[config.mk]
export PLATFORM = sky130hd
export DESIGN_NAME = bsmm_ctrl
export DESIGN_NICKNAME = d
export VERILOG_FILES = /design/src/rtl/bsmm_pkg.sv /design/src/rtl/bsmm_ctrl.sv
export SDC_FILE = /design/constraint.sdc
export NUM_CORES = 1
export LEC_CHECK = 0
export ABC_AREA = 1
export BUFFER_PORTS_ARGS = -buffer_cell sky130_fd_sc_hd__buf_2
export CELL_PAD_IN_SITES_DETAIL_PLACEMENT = 0
export CELL_PAD_IN_SITES_GLOBAL_PLACEMENT = 1
export CORE_MARGIN = 2
export CORE_UTILIZATION = 30
export DETAILED_ROUTE_END_ITERATION = 8
export GPL_ROUTABILITY_DRIVEN = 0
export PLACE_DENSITY = 0.73
export SLEW_MARGIN = 20
export SYNTH_ARGS = -nofsm -noshare
export SYNTH_HDL_FRONTEND = slang
export SYNTH_SLANG_ARGS = --single-unit
[constraint.sdc]
create_clock -name clk -period 2 [get_ports clk]
set_input_delay 0 -clock clk [delete_from_list [all_inputs] [get_ports clk]]
set_output_delay 0 -clock clk [all_outputs]
set_load 0.005 [all_outputs]
[src/rtl/bsmm_pkg.sv]
`default_nettype none
// ---------------------------------------------------------------------------
// bsmm_pkg
// Shared constants, types and codes for the block-sparse matrix multiplier.
// ---------------------------------------------------------------------------
package bsmm_pkg;

  localparam int DEPTH_K    = 256;
  localparam int MAX_COLS   = 64;
  localparam int LANES      = 4;
  localparam int ROW_W      = $clog2(DEPTH_K);
  localparam int COL_W      = $clog2(MAX_COLS);
  localparam int BANK_AW    = ROW_W - 2 + COL_W;
  localparam int BANK_DEPTH = (DEPTH_K / LANES) * MAX_COLS;
  localparam int ACC_W      = 40;
  localparam int PROD_W     = 32;
  localparam int VAL_W      = 16;
  localparam int CVAL_W     = 48;
  localparam int NCOL_W     = 7;

  localparam logic [1:0] REQ_LOAD  = 2'd0;
  localparam logic [1:0] REQ_BLOCK = 2'd1;
  localparam logic [1:0] REQ_EMPTY = 2'd2;

  typedef enum logic [2:0] {
    ST_IDLE,
    ST_ACC,
    ST_DRAIN,
    ST_EMIT,
    ST_EMIT_END
  } state_t;

  typedef struct packed {
    logic             b_wr;
    logic             blk_load;
    logic             empty_load;
    logic             row_first;
    logic             acc_issue;
    logic             emit_issue;
    logic [COL_W-1:0] col;
    logic             col_last;
  } cmd_t;

  typedef struct packed {
    logic pipe_busy;
    logic rd_pend;
    logic out_stall;
  } status_t;

endpackage
`default_nettype wire

[src/rtl/bsmm_ctrl.sv]
`default_nettype none
// ---------------------------------------------------------------------------
// bsmm_ctrl
// Sequencer: accepts transactions, steps columns for accumulate and emit.
// ---------------------------------------------------------------------------
module bsmm_ctrl (
  input  wire logic                         clk,
  input  wire logic                         rst,
  input  wire logic                         in_valid,
  output logic                              in_ready,
  input  wire logic [1:0]                   req_type,
  input  wire logic                         last_block,
  input  wire logic                         cfg_valid,
  output logic                              cfg_ready,
  input  wire logic [bsmm_pkg::NCOL_W-1:0]  cfg_data,
  input  wire bsmm_pkg::status_t            st,
  output bsmm_pkg::cmd_t                    cmd
);
  import bsmm_pkg::*;

  state_t            state, state_next;
  logic [NCOL_W-1:0] n_cols;
  logic [NCOL_W-1:0] n_eff;
  logic [COL_W-1:0]  last_col;
  logic [COL_W-1:0]  cnt;
  logic              row_open;
  logic              blk_last;
  logic              accept;

  assign cfg_ready = 1'b1;

  // low two bits dropped, zero acts as four, clamp at MAX_COLS
  always_comb begin
    n_eff = {n_cols[NCOL_W-1:2], 2'b00};
    if (n_eff == '0) n_eff = NCOL_W'(LANES);
    if (n_eff > NCOL_W'(MAX_COLS)) n_eff = NCOL_W'(MAX_COLS);
    last_col = COL_W'(n_eff - NCOL_W'(1));
  end

  assign accept = in_valid && in_ready;

  always_comb begin
    state_next = state;
    case (state)
      ST_IDLE: begin
        if (accept && req_type == REQ_BLOCK) state_next = ST_ACC;
        else if (accept && req_type == REQ_EMPTY) state_next = ST_EMIT;
      end
      ST_ACC: begin
        if (cnt == last_col) state_next = ST_DRAIN;
      end
      ST_DRAIN: begin
        if (!st.pipe_busy) state_next = blk_last ? ST_EMIT : ST_IDLE;
      end
      ST_EMIT: begin
        if (cmd.emit_issue && cmd.col_last) state_next = ST_EMIT_END;
      end
      ST_EMIT_END: begin
        if (!st.rd_pend) state_next = ST_IDLE;
      end
      default: state_next = ST_IDLE;
    endcase
  end

  always_comb begin
    in_ready       = (state == ST_IDLE);
    cmd.b_wr       = accept && (req_type == REQ_LOAD);
    cmd.blk_load   = accept && (req_type == REQ_BLOCK);
    cmd.empty_load = accept && (req_type == REQ_EMPTY);
    cmd.row_first  = !row_open;
    cmd.acc_issue  = (state == ST_ACC);
    cmd.emit_issue = (state == ST_EMIT) && !st.rd_pend && !st.out_stall;
    cmd.col        = cnt;
    cmd.col_last   = (cnt == last_col);
  end

  always_ff @(posedge clk) begin
    if (rst) begin
      state    <= ST_IDLE;
      n_cols   <= NCOL_W'(MAX_COLS);
      cnt      <= '0;
      row_open <= 1'b0;
      blk_last <= 1'b0;
    end else begin
      state <= state_next;
      if (cfg_valid && cfg_ready) n_cols <= cfg_data;
      if (cmd.blk_load) blk_last <= last_block;
      if (cmd.empty_load) row_open <= 1'b0;
      if (state == ST_DRAIN && !st.pipe_busy) row_open <= !blk_last;
      if (accept || state == ST_DRAIN) cnt <= '0;
      else if (cmd.acc_issue || cmd.emit_issue) cnt <= cnt + COL_W'(1);
    end
  end

endmodule
`default_nettype wire

==> reports/results.ini, run 1 <==
[pwr]
p_sw_frac=0.402
seq_power_share=0.354
p_switching_mw=0.471
p_per_area_nw_per_um2=864
p_int_mw=0.702
combPwrFrac=0.456
pwr-share-clk=0.190
leakage_nw=0.662
ir_worst_vdd_uv=351

[place]
dp_cells=221
dp_hpwl_um=1780
io_buffers=28
placed_area_sq_um=1160

[cells_and_area]
final_cell_area_sq_um=1360
fin_cells=235
final_nets=211
n_fill_cell=331
area_delta_synth_final_pct=44.5
final_cell_mix=28 x buf_2, 23 x nand2_1, 19 x inv_1, 18 x nor2_1, 13 x dfxtp_1
antenna_cells=0
layout_commonest_cell=buf_2
drive_above_1_share=0.361

[worst_setup_path]
critPathMaxFanout=3
crit_buf_inv=2
rr_worst_depth=15
timing.rr.start=n_cols[5]
cp.required_ps=2000
critPathKind=reg -> out
crit_chain=nor2_2 > nand2_2 > nand2_2 > nand2_2 > ha_4 > nand2_1 > nand2_1 > nor2_1 > nand3_1 > nor2_2 > nand3_2 > inv_1 > buf_2
endpoint_kind=output pin
r2r_slack_ps=100
startpoint_type=flip-flop
crit_family=simple AND/OR/NAND/NOR gates
worstPathArrival_ps=1910
path_common_cell=nand2_2
critPathSlowestCell=dfxtp_2
r2r_end=state[1]
cpPeakStageDelay_ps=350

[routing]
drt_wl_total_um=2340
vias_per_cell=4.32
wl_per_cell_um=9.95
drtPass1Iterations=4
drc=0
num_vias=1015
drt_iter0_markers=22
ant_nets=0

[yosys]
ys.flop_type=dfxtp_1
postSynthAreaPerCell_sq_um=6.48
synth-edff-count=0
synthCells=145
synth-warning-count=0
ys_seq_area_frac=0.341
ys_seq_elements=16
synthArstFlopShare=0
mappedNetlistArea_sq_um=940
synth_cell_types=23
synth_nets=164

[die]
fp.dieW_um=60.0
start_util=0.310
io_pins=32
coreArea_sq_um=3030
die_y_um=60.0
rows=20
die_area_sq_um=3600

[clock_network]
numCtsBuffers=3
cts_num_sinks=16
cts_tree=done
clk_pin_slew_ps=110
clock_path_buffers=2
clock_latency_ps=290
cts_root_buf=clkbuf_4
htree_num_levels=1

[timing]
fin_worst_skew_ps=6.78
fin_crit_ps=1910
slew_viol_final=0
fmax_mhz=523
hold_violations=0
setup_viol=0
final.period_utilization=0.956
grt_setup_unrepaired=true

[hold_path]
worstHoldStart=cfg_valid
hold_path_end=n_cols[3]
holdPathStages=3
min_path_type=in -> reg

[job]
maxCapViolCount=0

[grt]
grt_use_total=0.139
grt_pass1_wl_um=3780
overflow=0
grt_max_degree=10
grt_pass1_vias=937
antenna_found_initial=0

[outcome]
status=complete, no violations

==> cells by family after synthesis <==
kind of cell	Yosys count	share of synthesized area
AOI/OAI and AO/OA	27	0.148
adders and majority gates	2	0.0266
buffers and inverters	25	0.104
DFF	16	0.341
other	1	0.00399
and+or+nand+nor	74	0.377
==> per-stage QoR <==
step                TNS [ps]   util  hold slack (ps)  worst slack [ps]  power (mW)
finish                     0  0.448             18.8              88.9        1.17
global route            -197  0.448             56.3             -83.3        1.29
CTS                        0  0.429             14.9              2.38        1.15
detailed placement     -5.66  0.385              229             -5.66       0.907
global placement           0  0.385              227              65.4       0.898
floorplan                  0      -             25.9               146       0.754
==> repair_timing <==
| item | 4_1_cts | 5_1_grt |
|---|---|---|
| gates resized for setup | 2 | 15 |
| pin swaps | 4 | 7 |
| endpoints found under the setup margin | 2 | 3 |
| buffers inserted | 0 | 1 |
| hold endpoints to repair | 9 | 0 |
| hold buffers | 10 | 0 |
==> worst reg2reg max path: stages (launching register included) <==
cell	delay, ps
dfxtp_2	350
nor2_2	110
nand2_2	70
nand2_2	60
nand2_2	60
ha_4	230
nand2_1	60
nand2_1	40
nor2_1	100
nand3_1	90
nor2_2	140
nand3_2	110
a21oi_2	170
nand3_1	80
nand2_1	80
a21oi_2	50
==> flip-flops by register name, indices dropped and copies added (netlist names) <==
signal    cells
state         3
cnt           6
n_cols        5
blk_last      1
row_open      1
==> worst max-delay path by stage <==
stage | startpoint | endpoint | cells past startpoint
after floorplan | n_cols[3] | state[1] | 15
after global placement | n_cols[3] | state[1] | 15
after detailed placement | n_cols[3] | state[1] | 15
after CTS | n_cols[4] | state[1] | 15
after global routing | n_cols[3] | state[1] | 15
final | n_cols[5] | cmd[0] | 13
==> per-layer routing <==
metal | share of wire | global-route usage
met1 | 0.47 | 0.164
met2 | 0.49 | 0.248
met3 | 0.033 | 0.0281
met4 | 0.0064 | 0.0476
met5 | 0 | 0
==> cells in the mapped netlist (2+ instances only) <==
cell	number	area [sq um]
a21oi_1	13	65.1
dfxtp_1	16	320
ha_1	2	25.0
inv_1	19	71.3
inv_2	5	18.8
nand2_1	29	109
nand2_2	4	25.0
nand3_1	9	45.0
nor2_1	21	78.8
nor2_2	3	18.8
nor3_4	2	32.5
o21ai_0	11	55.1
==> cell type report <==
class	count	area, sq um	share of cell area
multi-input combinational	104	574	0.423
inverter	24	90.1	0.0664
timing repair buffer	43	278	0.205
sequential	16	324	0.239
clock buffer	4	36.3	0.0267
tap	44	55.1	0.0406
==> power groups by stage <==
stage | combinational (mW) | clock (mW) | sequential (mW)
after detailed placement | 0.487 | 0 | 0.420
final | 0.535 | 0.223 | 0.415
after global placement | 0.482 | 0 | 0.416
after global routing | 0.621 | 0.248 | 0.421
after floorplan | 0.344 | 0 | 0.409
after CTS | 0.508 | 0.229 | 0.413
Note: power is estimated with default switching activity, not from simulation.
==> inputs of run 2 (changes only) <==
clock period = 1.7 ns   (was 2 ns; I/O delays follow)
==> reports/results.ini, run 2 (same netlist as run 1, synthesis figures left out) <==
[outcome]
status=finished with violations
violations=negative setup slack

[hold_path]
worstHoldStart=st[2]
min_path_type=in -> reg
holdPathStages=4  ; +1
hold_path_end=row_open

[routing]
num_vias=1056  ; +4.0%
drt_wl_total_um=2310  ; -1.2%
ant_nets=0  ; unchanged
drt_iter0_markers=60  ; +170%
drtPass1Iterations=4  ; unchanged
wl_per_cell_um=9.55  ; -4.1%
drc=0  ; unchanged
vias_per_cell=4.36  ; +1.0%

[clock_network]
cts_num_sinks=16  ; unchanged
htree_num_levels=1  ; unchanged
cts_tree=done
clock_latency_ps=280  ; about the same
numCtsBuffers=3  ; unchanged
cts_root_buf=clkbuf_4
clock_path_buffers=2  ; unchanged
clk_pin_slew_ps=90  ; -20 ps

[worst_setup_path]
crit_family=buffers and inverters
crit_buf_inv=8  ; +6
path_common_cell=buf_4
r2r_end=state[1]
endpoint_kind=output pin
crit_chain=nor2_2 > nand2_1 > nand2_1 > buf_4 > buf_4 > buf_4 > buf_4 > buf_4 > nand3_1 > nand2_1 > nand3_2 > buf_4 > inv_2 > buf_2
critPathSlowestCell=dfxtp_1
critPathKind=reg -> out
timing.rr.start=n_cols[5]
cpPeakStageDelay_ps=360  ; about the same
critPathMaxFanout=3  ; unchanged
cp.required_ps=1700  ; -300 ps
startpoint_type=flip-flop
worstPathArrival_ps=1940  ; +30 ps
r2r_slack_ps=-230  ; -330 ps
rr_worst_depth=15  ; unchanged

[grt]
antenna_found_initial=0  ; unchanged
overflow=0  ; unchanged
grt_pass1_vias=938  ; +0.11%
grt_pass1_wl_um=3860  ; +2.2%
grt_use_total=0.139  ; -0.000372
grt_max_degree=9  ; -1

[die]
die_y_um=60.0  ; unchanged
fp.dieW_um=60.0  ; unchanged
coreArea_sq_um=3030  ; unchanged
io_pins=32  ; unchanged
rows=20  ; unchanged
die_area_sq_um=3600  ; unchanged
start_util=0.310  ; unchanged

[cells_and_area]
final_util=0.458  ; +0.00950
layout_commonest_cell=buf_2
drive_above_1_share=0.384  ; +0.0226
final_cell_mix=28 x buf_2, 26 x nand2_1, 18 x inv_1, 18 x nor2_1, 15 x buf_4
largestRegisters=cnt x6, n_cols x5, state x3
largest_reg_flops=6  ; unchanged
final_nets=219  ; +3.8%
area_delta_synth_final_pct=47.5
final_cell_area_sq_um=1390  ; +2.1%
largest-register=cnt
antenna_cells=0  ; unchanged

[timing]
setup_viol=4  ; +4
fmax_mhz=516
final.period_utilization=1.14
grt_setup_unrepaired=true
fin_worst_skew_ps=3.53  ; -3.25 ps
hold_violations=0  ; unchanged
setup_ws_ps=-240  ; -328 ps
slew_viol_final=0  ; unchanged
fin_crit_ps=1940

[pwr]
p_per_area_nw_per_um2=958  ; +11%
ir_worst_vdd_uv=484  ; +38%
leakage_nw=0.691  ; +4.3%

[place]
dp_hpwl_um=1750  ; -1.4%
io_buffers=28  ; unchanged
placed_area_sq_um=1200  ; +3.2%

[job]
maxCapViolCount=0  ; unchanged

run 2: worst max path at each step:
stage | end | slack [ps] | cells past startpoint | startpoint
after CTS | cmd[0] | -310 | 13 | n_cols[3]
after global routing | state[1] | -410 | 16 | n_cols[5]
after global placement | state[1] | -200 | 15 | n_cols[4]
after detailed placement | state[1] | -280 | 15 | n_cols[4]
after floorplan | state[1] | -130 | 15 | n_cols[4]
final | cmd[0] | -240 | 14 | n_cols[2]
run 2: final cells by class:
| cell class | instances | area, sq um |
|---|---|---|
| clock buffers | 3 | 22.5 |
| well taps | 44 | 55.1 |
| flip-flops and latches | 16 | 324 |
| inverters | 24 | 90.1 |
| fillers | 316 | 1640 |
| repair buffers | 51 | 333 |
| multi-input cells | 104 | 562 |
run 2: routing by layer:
metal,GRT usage,vias up,wire (um)
met1,0.179,456,1080
met4,0.0381,0,31
li1,-,570,-
met3,0.0455,4,94
met5,0,-,0
met2,0.222,26,1100
run 2: worst register-to-register path, delay by kind of cell, from the launching register on:
family / cells / cell delay, ps
flops: 1 / 340
simple gates: 12 / 1040
fa+ha+maj: 1 / 270
compound gates: 1 / 50
buf+inv: 1 / 120
run 2: per-stage QoR:
step	hold WS (ps)	setup TNS (ps)	std cells	total power, mW	setup WS [ps]
final	7.63	-800	242	1.33	-240
after global routing	7.52	-1500	242	1.46	-410
after CTS	6.32	-915	242	1.34	-313
after detailed placement	225	-639	225	1.09	-281
after global placement	224	-445	225	1.07	-203
after floorplan	25.9	-157	145	0.898	-127
run 2: what timing repair did:
action	4_1_cts	5_1_grt
pin swaps	8	2
hold buffers	8	0
buffers inserted	6	0
endpoints found under the setup margin	4	4
resized for setup	8	3
endpoints found under the hold margin	8	0
run 2: power breakdown:
part | leakage [nW] | switching [mW] | internal, mW | total, mW
clock network | 0.0138 | 0.116 | 0.0822 | 0.198
logic | 0.545 | 0.367 | 0.277 | 0.644
registers | 0.132 | 0.0568 | 0.429 | 0.485
total | 0.691 | 0.540 | 0.787 | 1.33
==> inputs of run 3 (changes only) <==
--- a/config.mk
+++ b/config.mk
@@ -11,3 +11,3 @@
 export CELL_PAD_IN_SITES_GLOBAL_PLACEMENT = 1
-export CORE_MARGIN = 2
+export CORE_MARGIN = 3
 export CORE_UTILIZATION = 30
==> constraint.sdc (replaced) <==
create_clock -name clk -period 1.7 [get_ports clk]
set_input_delay 0.17 -clock clk [delete_from_list [all_inputs] [get_ports clk]]
set_output_delay 0.17 -clock clk [all_outputs]
set_load 0.005 [all_outputs]
==> reports/results.ini, run 3 (same netlist as run 1, synthesis figures left out) <==
[outcome]
status=finished with violations
violations=negative setup slack

[clock_network]
clock_latency_ps=280  ; about the same
numCtsBuffers=3  ; unchanged
cts_root_buf=clkbuf_4
hold_buffers=0  ; -8
clock_path_buffers=2  ; unchanged
cts_num_sinks=16  ; unchanged
htree_num_levels=1  ; unchanged
clk_pin_slew_ps=90  ; about the same
cts_tree=done

[worst_setup_path]
r2r_slack_ps=-250  ; -20 ps
crit_family=buffers and inverters
crit_chain=nor2_2 > nand2_2 > nand2_4 > buf_4 > buf_4 > buf_4 > buf_4 > buf_4 > nand3_1 > nand2_1 > nand3_2 > inv_2 > buf_6
critPathKind=reg -> out
path_common_cell=buf_4
cpPeakStageDelay_ps=360  ; about the same
worstPathArrival_ps=1820  ; -120 ps
cp.required_ps=1530  ; -170 ps
startpoint_type=flip-flop
endpoint_kind=output pin
critPathMaxFanout=2  ; -1
critPathSlowestCell=dfxtp_1
crit_buf_inv=7  ; -1

[routing]
vias_per_cell=4.45  ; +2.0%
num_vias=1055  ; -0.095%
drt_iter0_markers=50  ; -17%
drt_wl_total_um=2290  ; -0.87%
wl_per_cell_um=9.66  ; +1.2%
drtPass1Iterations=4  ; unchanged
ant_nets=0  ; unchanged
drc=0  ; unchanged

[hold_path]
min_path_type=in -> reg

[place]
dp_hpwl_um=1760  ; +0.43%
preCtsSetupSlack_ps=-273  ; +7.86 ps
io_buffers=28  ; unchanged

[timing]
fin_worst_skew_ps=0.556  ; -2.97 ps
setup_viol=4  ; unchanged
fin_crit_ps=1990  ; +49.6 ps
final.period_utilization=1.17  ; +0.0291
setup_ws_ps=-289  ; -49.6 ps
hold_violations=0  ; unchanged
final.setup.tns_ps=-929  ; -129 ps
slew_viol_final=0  ; unchanged
grt_setup_unrepaired=true
fmax_mhz=503  ; -2.5%

[cells_and_area]
antenna_cells=0  ; unchanged
final_nets=216  ; -1.4%
final_cell_mix=27 x buf_2, 23 x nand2_1, 20 x buf_4, 18 x inv_1, 17 x nor2_1
layout_commonest_cell=buf_2
largest_reg_flops=6  ; unchanged
largest-register=cnt
area_delta_synth_final_pct=45.9
drive_above_1_share=0.431  ; +0.0469
largestRegisters=cnt x6, n_cols x5, state x3

[die]
die_y_um=62.0  ; +3.3%
fp.dieW_um=62.0  ; +3.3%
die_area_sq_um=3840  ; +6.8%
io_pins=32  ; unchanged
start_util=0.327  ; +0.0163
rows=19  ; -5.0%
coreArea_sq_um=2880  ; -5.0%

[grt]
grt_max_degree=9  ; unchanged
antenna_found_initial=0  ; unchanged
overflow=0  ; unchanged
grt_pass1_wl_um=3710  ; -3.9%
grt_pass1_vias=915  ; -2.5%
grt_use_total=0.131  ; -0.00846

[pwr]
leakage_nw=0.692  ; +0.14%
p_per_area_nw_per_um2=973  ; +1.6%
ir_worst_vdd_uv=518  ; +7.1%

[job]
maxCapViolCount=0  ; unchanged

run 3: changes by cell type in the layout (fill, tap and decap cells not counted), sizes merged:
cell	change
buf	+5
dlygate4sd3	-8
run 3: area by class of cell:
type / instances / area (sq um)
Fill cell: 297 / 1510
Multi-Input combinational cell: 104 / 587
Sequential cell: 16 / 323
Timing Repair Buffer: 48 / 297
Inverter: 24 / 90.1
Tap cell: 42 / 52.6
Clock buffer: 3 / 22.5
run 3: report_power, final:
group / internal (mW) / switching (mW)
Clock: 0.0823 / 0.117
Sequential: 0.428 / 0.0581
Combinational: 0.284 / 0.365
Total: 0.795 / 0.540
run 3: metal layers:
| metal | up-vias | track usage | wire (um) |
|---|---|---|---|
| met5 | - | 0 | 0 |
| li1 | 563 | - | - |
| met2 | 16 | 0.220 | 1120 |
| met4 | 0 | 0.0455 | 17 |
| met1 | 474 | 0.153 | 1070 |
| met3 | 2 | 0.0455 | 82 |
run 3: tightest hold or removal path: stages:
cell and delay, ps:
buf_2 70, nor2_1 30, nor2_1 80
run 3: what timing repair did:
| action | 4_1_cts | 5_1_grt |
|---|---|---|
| pin swaps | 8 | 4 |
| setup buffers | 10 | 2 |
| gates resized for setup | 5 | 13 |
| endpoints found under the setup margin | 4 | 5 |
run 3: path summary, 6_finish.rpt:
kind | from | end | depth (start not counted)
worst max-delay path | n_cols[5] | cmd[0] | 13
worst min-delay path | cfg_data[5] | n_cols[5] | 3
worst min register to register | row_open | row_open | 2
worst max register to register | n_cols[2] | state[1] | 16
run 3: stage by stage:
step                      power, mW  cell area (sq um)  cells  hold WS [ps]  utilization
after global placement         1.07               1190    222           392        0.415
final                          1.33               1370    237           103        0.477
after detailed placement       1.08               1190    222           392        0.415
after global routing           1.47               1370    237          96.4        0.477
after floorplan               0.898                947    145           239            -
after CTS                      1.33               1310    235          82.4        0.456
